<file path="src/rtl/oaht_pkg.sv">
// Shared types and constants of the open-addressing hash table core.
package oaht_pkg;

    localparam int KEY_W    = 28;
    localparam int MULT_W   = 16;
    localparam int BITS_W   = 3;
    localparam int STEP_W   = 7;
    localparam int SLOT_W   = 7;
    localparam int CMD_W    = 2;
    localparam int STATUS_W = 2;
    localparam int CFG_IDX_W  = 2;
    localparam int CFG_DATA_W = 16;

    localparam logic [CMD_W-1:0] CMD_INSERT = 2'd0;
    localparam logic [CMD_W-1:0] CMD_SEARCH = 2'd1;
    localparam logic [CMD_W-1:0] CMD_DELETE = 2'd2;

    localparam logic [STATUS_W-1:0] STATUS_DONE      = 2'd0;
    localparam logic [STATUS_W-1:0] STATUS_NOT_FOUND = 2'd1;
    localparam logic [STATUS_W-1:0] STATUS_FULL      = 2'd2;

    localparam logic [CFG_IDX_W-1:0] CFG_HASH_MULTIPLIER = 2'd0;
    localparam logic [CFG_IDX_W-1:0] CFG_HASH_BITS       = 2'd1;
    localparam logic [CFG_IDX_W-1:0] CFG_PROBE_STEP      = 2'd2;

    localparam logic [MULT_W-1:0] HASH_MULTIPLIER_RST = 16'd40503;
    localparam logic [BITS_W-1:0] HASH_BITS_RST       = 3'd3;
    localparam logic [STEP_W-1:0] PROBE_STEP_RST      = 7'd3;

    typedef struct packed {
        logic [CMD_W-1:0] command;
        logic [KEY_W-1:0] search_key;
    } req_word_t;

    typedef struct packed {
        logic [STATUS_W-1:0] status;
        logic [SLOT_W-1:0]   slot;
    } rsp_word_t;

    typedef struct packed {
        logic             used;
        logic [KEY_W-1:0] key;
    } slot_entry_t;

endpackage

</file>
<file path="src/rtl/open_addressing_hash_table_core.sv">
// Top level of the open-addressing hash table: command engine around the slot memory.
// A command probes n slots (1..TABLE_SIZE) before its response word; an unknown command
// answers without probing. One command at a time: the next request word is taken in the
// cycle after the response word is loaded.
// The rate is set by the single read port of the slot memory, one probe per cycle.
// Reset: a clearing pass empties every slot; requests stall meanwhile.
module open_addressing_hash_table_core
    import oaht_pkg::*;
#(
    parameter int TABLE_SIZE = 128
)
(
    input  logic                  clk,
    input  logic                  rst_n,
    input  logic                  req_valid,
    output logic                  req_stall,
    input  req_word_t             req_data,
    output logic                  rsp_valid,
    input  logic                  rsp_stall,
    output rsp_word_t             rsp_data,
    input  logic                  cfg_wr_en,
    input  logic [CFG_IDX_W-1:0]  cfg_index,
    input  logic [CFG_DATA_W-1:0] cfg_data
);

    localparam int ADDR_W = $clog2(TABLE_SIZE);
    localparam int CNT_W  = $clog2(TABLE_SIZE + 1);

    typedef enum logic [2:0] {
        ST_CLEAR,
        ST_IDLE,
        ST_HASH,
        ST_HOME,
        ST_PROBE,
        ST_REPLY
    } state_t;

    function automatic logic [SLOT_W-1:0] mod_table(input logic [SLOT_W-1:0] v);
        logic [SLOT_W-1:0] r;
        r = v;
        if (TABLE_SIZE < 128)
        begin
            for (int j = 3; j >= 0; j--)
            begin
                if ({9'b0, r} >= 16'(TABLE_SIZE << j))
                begin
                    r = r - SLOT_W'(TABLE_SIZE << j);
                end
            end
        end
        return r;
    endfunction

    logic [MULT_W-1:0] hash_multiplier_reg;
    logic [BITS_W-1:0] hash_bits_reg;
    logic [STEP_W-1:0] probe_step_reg;

    state_t            state_reg, state_next;
    logic [CMD_W-1:0]  cmd_reg, cmd_next;
    logic [KEY_W-1:0]  key_reg, key_next;
    logic [MULT_W-1:0] prod_reg, prod_next;
    logic [ADDR_W-1:0] step_reg, step_next;
    logic [ADDR_W-1:0] cur_reg, cur_next;
    logic [ADDR_W-1:0] chk_slot_reg, chk_slot_next;
    logic [CNT_W-1:0]  issue_cnt_reg, issue_cnt_next;
    logic [CNT_W-1:0]  check_cnt_reg, check_cnt_next;
    logic              rd_pend_reg, rd_pend_next;
    logic [ADDR_W-1:0] clr_cnt_reg, clr_cnt_next;
    rsp_word_t         result_reg, result_next;
    logic              rsp_valid_reg, rsp_valid_next;
    rsp_word_t         rsp_data_reg, rsp_data_next;

    logic              ram_wr_en;
    logic [ADDR_W-1:0] ram_wr_addr;
    slot_entry_t       ram_wr_data;
    logic              ram_rd_en;
    slot_entry_t       ram_rd_data;

    logic [SLOT_W-1:0] home_raw;
    logic [ADDR_W:0]   slot_sum;
    logic [ADDR_W-1:0] slot_adv;
    logic              hit;
    logic              cmd_known;

    always_ff @(posedge clk or negedge rst_n)
    begin
        if (!rst_n)
        begin
            hash_multiplier_reg <= HASH_MULTIPLIER_RST;
            hash_bits_reg       <= HASH_BITS_RST;
            probe_step_reg      <= PROBE_STEP_RST;
        end
        else if (cfg_wr_en)
        begin
            unique case (cfg_index)
                CFG_HASH_MULTIPLIER: hash_multiplier_reg <= cfg_data;
                CFG_HASH_BITS:       hash_bits_reg       <= cfg_data[BITS_W-1:0];
                CFG_PROBE_STEP:      probe_step_reg      <= cfg_data[STEP_W-1:0];
                default:             ;
            endcase
        end
    end

    assign home_raw  = SLOT_W'(prod_reg >> (5'd16 - {2'b0, hash_bits_reg}));
    assign slot_sum  = {1'b0, cur_reg} + {1'b0, step_reg};
    assign slot_adv  = (slot_sum >= (ADDR_W+1)'(TABLE_SIZE))
                     ? ADDR_W'(slot_sum - (ADDR_W+1)'(TABLE_SIZE))
                     : ADDR_W'(slot_sum);
    assign hit       = (cmd_reg == CMD_INSERT) ? !ram_rd_data.used
                     : (ram_rd_data.used && (ram_rd_data.key == key_reg));
    assign cmd_known = (cmd_reg == CMD_INSERT) || (cmd_reg == CMD_SEARCH)
                     || (cmd_reg == CMD_DELETE);

    always_comb
    begin
        state_next     = state_reg;
        cmd_next       = cmd_reg;
        key_next       = key_reg;
        prod_next      = prod_reg;
        step_next      = step_reg;
        cur_next       = cur_reg;
        chk_slot_next  = chk_slot_reg;
        issue_cnt_next = issue_cnt_reg;
        check_cnt_next = check_cnt_reg;
        rd_pend_next   = 1'b0;
        clr_cnt_next   = clr_cnt_reg;
        result_next    = result_reg;
        rsp_valid_next = rsp_valid_reg && rsp_stall;
        rsp_data_next  = rsp_data_reg;
        ram_rd_en      = 1'b0;
        ram_wr_en      = 1'b0;
        ram_wr_addr    = chk_slot_reg;
        ram_wr_data    = '{used: (cmd_reg == CMD_INSERT), key: key_reg};

        unique case (state_reg)
            ST_CLEAR:
            begin
                ram_wr_en    = 1'b1;
                ram_wr_addr  = clr_cnt_reg;
                ram_wr_data  = '0;
                clr_cnt_next = clr_cnt_reg + 1'b1;
                if (clr_cnt_reg == ADDR_W'(TABLE_SIZE - 1))
                begin
                    state_next = ST_IDLE;
                end
            end
            ST_IDLE:
            begin
                if (req_valid)
                begin
                    cmd_next   = req_data.command;
                    key_next   = req_data.search_key;
                    state_next = ST_HASH;
                end
            end
            ST_HASH:
            begin
                prod_next  = MULT_W'(key_reg[MULT_W-1:0] * hash_multiplier_reg);
                step_next  = ADDR_W'(mod_table(probe_step_reg));
                state_next = ST_HOME;
            end
            ST_HOME:
            begin
                cur_next       = ADDR_W'(mod_table(home_raw));
                issue_cnt_next = '0;
                check_cnt_next = '0;
                if (cmd_known)
                begin
                    state_next = ST_PROBE;
                end
                else
                begin
                    result_next = '{status: STATUS_NOT_FOUND, slot: '0};
                    state_next  = ST_REPLY;
                end
            end
            ST_PROBE:
            begin
                if (issue_cnt_reg != CNT_W'(TABLE_SIZE))
                begin
                    ram_rd_en      = 1'b1;
                    rd_pend_next   = 1'b1;
                    chk_slot_next  = cur_reg;
                    cur_next       = slot_adv;
                    issue_cnt_next = issue_cnt_reg + 1'b1;
                end
                if (rd_pend_reg)
                begin
                    check_cnt_next = check_cnt_reg + 1'b1;
                    if (hit)
                    begin
                        ram_wr_en   = (cmd_reg != CMD_SEARCH);
                        result_next = '{status: STATUS_DONE, slot: SLOT_W'(chk_slot_reg)};
                        state_next  = ST_REPLY;
                    end
                    else if (check_cnt_reg == CNT_W'(TABLE_SIZE - 1))
                    begin
                        result_next.status = (cmd_reg == CMD_INSERT) ? STATUS_FULL
                                                                     : STATUS_NOT_FOUND;
                        result_next.slot   = '0;
                        state_next         = ST_REPLY;
                    end
                end
            end
            ST_REPLY:
            begin
                if (!rsp_valid_reg || !rsp_stall)
                begin
                    rsp_valid_next = 1'b1;
                    rsp_data_next  = result_reg;
                    state_next     = ST_IDLE;
                end
            end
            default:
            begin
                state_next = ST_CLEAR;
            end
        endcase
    end

    always_ff @(posedge clk or negedge rst_n)
    begin
        if (!rst_n)
        begin
            state_reg     <= ST_CLEAR;
            issue_cnt_reg <= '0;
            check_cnt_reg <= '0;
            rd_pend_reg   <= 1'b0;
            clr_cnt_reg   <= '0;
            rsp_valid_reg <= 1'b0;
        end
        else
        begin
            state_reg     <= state_next;
            issue_cnt_reg <= issue_cnt_next;
            check_cnt_reg <= check_cnt_next;
            rd_pend_reg   <= rd_pend_next;
            clr_cnt_reg   <= clr_cnt_next;
            rsp_valid_reg <= rsp_valid_next;
        end
    end

    always_ff @(posedge clk)
    begin
        cmd_reg      <= cmd_next;
        key_reg      <= key_next;
        prod_reg     <= prod_next;
        step_reg     <= step_next;
        cur_reg      <= cur_next;
        chk_slot_reg <= chk_slot_next;
        result_reg   <= result_next;
        rsp_data_reg <= rsp_data_next;
    end

    oaht_slot_ram #(
        .DEPTH (TABLE_SIZE)
    ) u_slot_ram (
        .clk     (clk),
        .wr_en   (ram_wr_en),
        .wr_addr (ram_wr_addr),
        .wr_data (ram_wr_data),
        .rd_en   (ram_rd_en),
        .rd_addr (cur_reg),
        .rd_data (ram_rd_data)
    );

    assign req_stall = (state_reg != ST_IDLE);
    assign rsp_valid = rsp_valid_reg;
    assign rsp_data  = rsp_data_reg;

`ifndef ASSERT_OFF
    a_fail_slot_zero: assert property (@(posedge clk) disable iff (!rst_n)
        rsp_valid |-> (rsp_data.status == STATUS_DONE || rsp_data.slot == '0))
        else $error("failed command reports a nonzero slot");

    a_write_window: assert property (@(posedge clk) disable iff (!rst_n)
        ram_wr_en |-> (state_reg == ST_CLEAR || state_reg == ST_PROBE))
        else $error("slot memory written outside clear or probe");

    a_check_behind_issue: assert property (@(posedge clk) disable iff (!rst_n)
        (state_reg == ST_PROBE) |-> (check_cnt_reg <= issue_cnt_reg))
        else $error("more probes checked than issued");

    a_pend_follows_read: assert property (@(posedge clk) disable iff (!rst_n)
        rd_pend_reg |-> $past(ram_rd_en))
        else $error("read data marked pending without a read");
`endif

endmodule

</file>
<file path="src/rtl/oaht_slot_ram.sv">
// Slot memory: one write port and one registered read port.
module oaht_slot_ram
    import oaht_pkg::*;
#(
    parameter int DEPTH = 128,
    localparam int ADDR_W = $clog2(DEPTH)
)
(
    input  logic              clk,
    input  logic              wr_en,
    input  logic [ADDR_W-1:0] wr_addr,
    input  slot_entry_t       wr_data,
    input  logic              rd_en,
    input  logic [ADDR_W-1:0] rd_addr,
    output slot_entry_t       rd_data
);

    slot_entry_t mem [DEPTH];
    slot_entry_t rd_data_reg;

    always_ff @(posedge clk)
    begin
        if (wr_en)
        begin
            mem[wr_addr] <= wr_data;
        end
        if (rd_en)
        begin
            rd_data_reg <= mem[rd_addr];
        end
    end

    assign rd_data = rd_data_reg;

endmodule
</file>
<file path="config.mk">
export PLATFORM = sky130hd
export DESIGN_NAME = open_addressing_hash_table_core
export DESIGN_NICKNAME = d
export VERILOG_FILES = /design/src/rtl/oaht_pkg.sv /design/src/rtl/open_addressing_hash_table_core.sv /design/src/rtl/oaht_slot_ram.sv
export SDC_FILE = /design/constraint.sdc
export NUM_CORES = 2
export LEC_CHECK = 0
export BUFFER_PORTS_ARGS = -buffer_cell sky130_fd_sc_hd__buf_2
export CAP_MARGIN = 20
export CORE_AREA = 8 8 670 672
export DETAILED_ROUTE_END_ITERATION = 12
export DIE_AREA = 0 0 678 680
export SKIP_LAST_GASP = 1
export SYNTH_ARGS = -nofsm -noshare
export SYNTH_HDL_FRONTEND = slang
export SYNTH_SLANG_ARGS = --single-unit
</file>
<file path="constraint.sdc">
create_clock -name clk -period 10.75 [get_ports clk]
set_input_delay 2.15 -clock clk [delete_from_list [all_inputs] [get_ports clk]]
set_output_delay 2.15 -clock clk [all_outputs]
set_load 0.01 [all_outputs]
</file>
-- Word-level counts from Yosys, hierarchy flattened
Memories as Yosys holds them, arrays and structs flattened. A register that Yosys moved wholly into a read port is not among the register bits.
Index checks and enable logic that the tools add are counted.
- memory bits (writable): 3712
- memories: 1
- latch bits: 0
- output and inout port bits: 11
- bits in registers: 139
- memory bits (read-only): 0
- memories (memory ; depth ; bits a word ; rd ports ; clocked after memory_dff ; write ports ; line ; RTL):
    u_slot_ram.mem ; 128 ; 29 ; 1 ; 1 ; 1 ; oaht_slot_ram.sv:18 ; slot_entry_t mem [DEPTH];
- div/mod/pow operators: 0
- multipliers: 1
- mux-type cells: 33
- eq/ne operators: 22
- magnitude comparators: 1
- add/subtract/negate cells: 6
- reduce and logical (&&, ||, !) cells: 22
- shift operators: 1
- bitwise operators: 0
- operators with widths (kind ; count):
    2-to-1 mux 9 bit ; 4
    case mux 8 bit (2 select lines) ; 2
    2-to-1 mux 29 bit ; 1
    == test 28 bit ; 1
    2-to-1 mux 7 bit ; 3
    2-to-1 mux 3 bit ; 6
    case mux 3 bit (6 select lines) ; 1
    case mux 9 bit (2 select lines) ; 1
    adder 8 x 1 -> 8 bit (second input constant) ; 2
    multiplier 16 x 16 -> 16 bit ; 1
    2-to-1 mux 8 bit ; 2
    AND reduction 2 bit ; 8
    >> shifter 16 x 5 -> 7 bit ; 1
    case mux 7 bit (2 select lines) ; 1
    inequality test 2 bit (second input constant) ; 6
    2-to-1 mux 1 bit ; 10
    adder 7 x 7 -> 8 bit ; 1
    == test 8 x 7 -> 1 bit (second input constant) ; 1
    >= comparator 8 bit (second input constant) ; 1
    inequality test 8 bit (second input constant) ; 1
    adder 7 x 1 -> 7 bit (second input constant) ; 1
    == test 7 bit (second input constant) ; 1
    subtractor 7 x 1 -> 7 bit (second input constant) ; 1
    == test 3 x 2 -> 1 bit (second input constant) ; 2
    18 further kinds ; 27

-- Depth between registers and ports, before layout
- word-level depth: 8
- depth in mapped cells: 21
- depth with buffers taken out: 19

-- Hierarchy
From an unflattened synthesis, not the netlist that was laid out.
- cells, all modules: 6382
- area, all modules: 152224.7 µm²
- by module, submodules not included (module ; cells an instance ; times used ; seq. area each (µm²) ; area an instance (µm²)):
    oaht_slot_ram ; 5445 ; 1 ; 112337.7 ; 142006.2
    open_addressing_hash_table_core ; 937 ; 1 ; 3921.3 ; 10218.6

-- Worst setup path before layout
OpenSTA, ideal clock, no wires.
- path type: register -> register
- start: register state_reg[0]
- end: memory u_slot_ram.mem[0][28] in the netlist's numbering (data pin)
- period minus slack after synthesis: 7073 ps
- setup time: 1152 ps
- path slack: 3677 ps
- data arrival time: 5921 ps
- cell stages (with the launch flop): 6
- path through: dfrtp_1 clkbuf_1 nor3_2 buf_2 buf_2 nor3_1
- RTL lines (what ; line ; RTL):
    start, declared ; open_addressing_hash_table_core.sv:58 ; state_t state_reg, state_next;
    start signal, assigned ; open_addressing_hash_table_core.sv:234 ; state_reg <= state_next;
    end, declared ; oaht_slot_ram.sv:18 ;

==> metrics.cfg <==
[synth]
yosysTopAreaCellShare_pct = 75.30
syn_nets = 6968
synth_simple_gate_area_share_pct = 1.698
ys_warn_count = 0
syn_inst = 6773
synth-seq-area-share_pct = 76.20
netlist_area_um2 = 152600
yosys-top-cells-area = edfxtp_1 (75%), mux4_2 (15%), mux2i_1 (2.2%), fa_1 (1.1%), dfrtp_1 (0.66%)
synthAdderAreaFrac_pct = 1.563
async_reset_ff_share_pct = 1.392
synth_cell_types = 52
synthMuxAreaShare_pct = 17.37
synth-edff-count = 3826
ys_ff_latch = 3880
synth_top_family_by_area = multiplexers
syn_avg_cell_area_um2 = 22.53
synth-xor-area-share_pct = 0.5109
synthFlopType = edfxtp_1
synth_compound_area_share_pct = 1.268
synth_top_area_cell = edfxtp_1

[place]
post_dp_cell_area_um2 = 161500
portBuffers = 63
post-dp-hpwl_um = 234600
place_congestion = 0.8374
dp.cells = 12490
place_ws_ns = 5.177

[global_routing]
grt_pass1_vias = 73090
antenna_found_initial = 25
grt_max_degree = 118
grt_pass1_wl_um = 568700
grtUsageTotal_pct = 17.06
globalRoute.totalOverflow = 0

[power]
p_total_mw = 31.91
p_per_area_nw_per_um2 = 183.1
leakage_nw = 52.00
peakVddDrop_mv = 0.2456

[drt]
dr.pass1.iters = 7
drc = 0
wirelength_um = 404600
antenna_left = 0
vias = 71750
vias_per_cell = 5.431
wl_per_cell_um = 30.62
drt-initial-drc-count = 8169

[floorplan]
initial_core_util_pct = 34.75
io_pins = 64
coreArea_um2 = 439000
die_y_um = 680
row_count = 244
dieArea_um2 = 461000
die_x_um = 678

[sta]
tightestPinTransition_ns = 1.244
drv_slew = 0
setup_viol = 0
skew_ns = 0.06607
rsz0062_at_grt = no
setup_slack_ns = 5.137
hold_slack_ns = 0.4278
post-route-period-util_pct = 52.21
hold_violations = 0
period_needed_ns = 5.613
fmax_mhz = 178.2
tns_ns = 0
slew_headroom_pct = 17.04

[setup_path]
worstPathArrival_ns = 6.17
path_class = reg2reg
cp.required_ns = 11.31
cp_max_fo = 117
worst_setup_path_start_kind = register
crit_path_start = cur_reg[2]
endpoint_kind = register
reg2reg_from = cur_reg[2]

[finish]
post-route-util_pct = 39.68
fill_cells = 38290
instances_no_fill = 13210
multi_input_area_um2 = 35400
final_area_um2 = 174200
nets = 7297
syn_to_final_growth_pct = 14.19
final_cell_mix = edfxtp_1 (3826), mux4_2 (1016), clkbuf_16 (391)
seq_area_um2 = 116300
final_layout_size_suffix_gt1_share_pct = 28.45
largest_reg_flops = 3712
layout_commonest_cell = edfxtp_1

[clocking]
clkLatencyLatePin_ns = 0.95
cts_setup_buffers = 0
clk_pin_slew_ns = 0.06
hold_buffers = 0
ctsResizeCount = 0
htree_levels = 5
cts_made_buffers = 385
clockRootBuffer = clkbuf_16
clock-sinks = 3880
cts_tree = done
cts_buffer_depth = 4

[hold_path]
hold_path_class = reg2reg
worstHoldStart = result_reg[4]

[run]
cap_viol_max_count = 0

[status]
status = complete, no violations

-- cells by family after synthesis --
group | Yosys count
AND/OR/NAND/NOR | 529
buffers and inverters | 466
XOR/XNOR | 89
adder cells (fa/ha/maj) | 142
multiplexers | 1374
flip-flops | 3880
AO/OA/AOI/OAI | 293
-- path summary, 6_finish.rpt --
kind                                     endpoint  slack, ns  cells after the start
max                         u_slot_ram.rd_data[4]       5.14                      7
max in group asynchronous       probe_step_reg[5]       8.79                      2
min in group asynchronous  hash_multiplier_reg[8]       1.40                      2
max reg2reg                 u_slot_ram.rd_data[4]       5.14                      7
min reg2reg                           rsp_data[4]       0.43                      0
min                                   rsp_data[4]       0.43                      0
-- cell usage after synthesis, types with 14 or more instances --
cell type and instances:
fa_1 81, ha_1 61, mux2i_1 328, clkbuf_1 169
dfrtp_1 40, xnor2_1 41, edfxtp_1 3826, nor2_1 172
buf_1 44, xor2_1 48, buf_6 26, mux4_2 1016
buf_2 94, nand2_1 127, a22oi_1 30, dfstp_2 14
nand3_1 21, and3_1 15, buf_4 16, inv_1 115
a21oi_1 24, mux2_2 30, o22ai_1 125, o211ai_1 60
o21ai_0 20, nor4_1 36, and2_1 95
-- critical path, stage by stage, from the launching register on --
cell,delay (ns)
edfxtp_1,0.93
buf_4,0.72
buf_12,0.63
buf_4,0.65
mux4_2,0.41
mux4_2,0.52
mux2i_1,0.76
o211ai_1,0.42
-- final cells by class --
cell class / count / share of cell area [%]
antenna: 7 / 0.01005
timing repair buffer: 291 / 1.336
multi-input combinational: 2427 / 20.32
clock inverter: 252 / 1.437
sequential: 3880 / 66.73
clock buffer: 457 / 5.758
tap: 5781 / 4.152
inverter: 117 / 0.2550
-- per-layer routing --
layer | share of wire [%] | global-route usage [%] | up-vias
li1 | - | - | 29070
met1 | 41 | 23.37 | 39260
met2 | 49 | 28.15 | 2863
met3 | 7.1 | 2.739 | 552
met4 | 3.4 | 5.161 | 8
met5 | 0.014 | 0 | -
-- where the power goes --
| part | leakage [nW] | internal (mW) | switching [mW] | total, mW |
|---|---|---|---|---|
| combinational | 12.9 | 0.870 | 1.06 | 1.93 |
| sequential | 33.0 | 16.5 | 0.0484 | 16.5 |
| clock | 6.14 | 7.72 | 5.72 | 13.4 |
| total | 52.0 | 25.1 | 6.83 | 31.9 |
(Power assumes the default switching activity.)
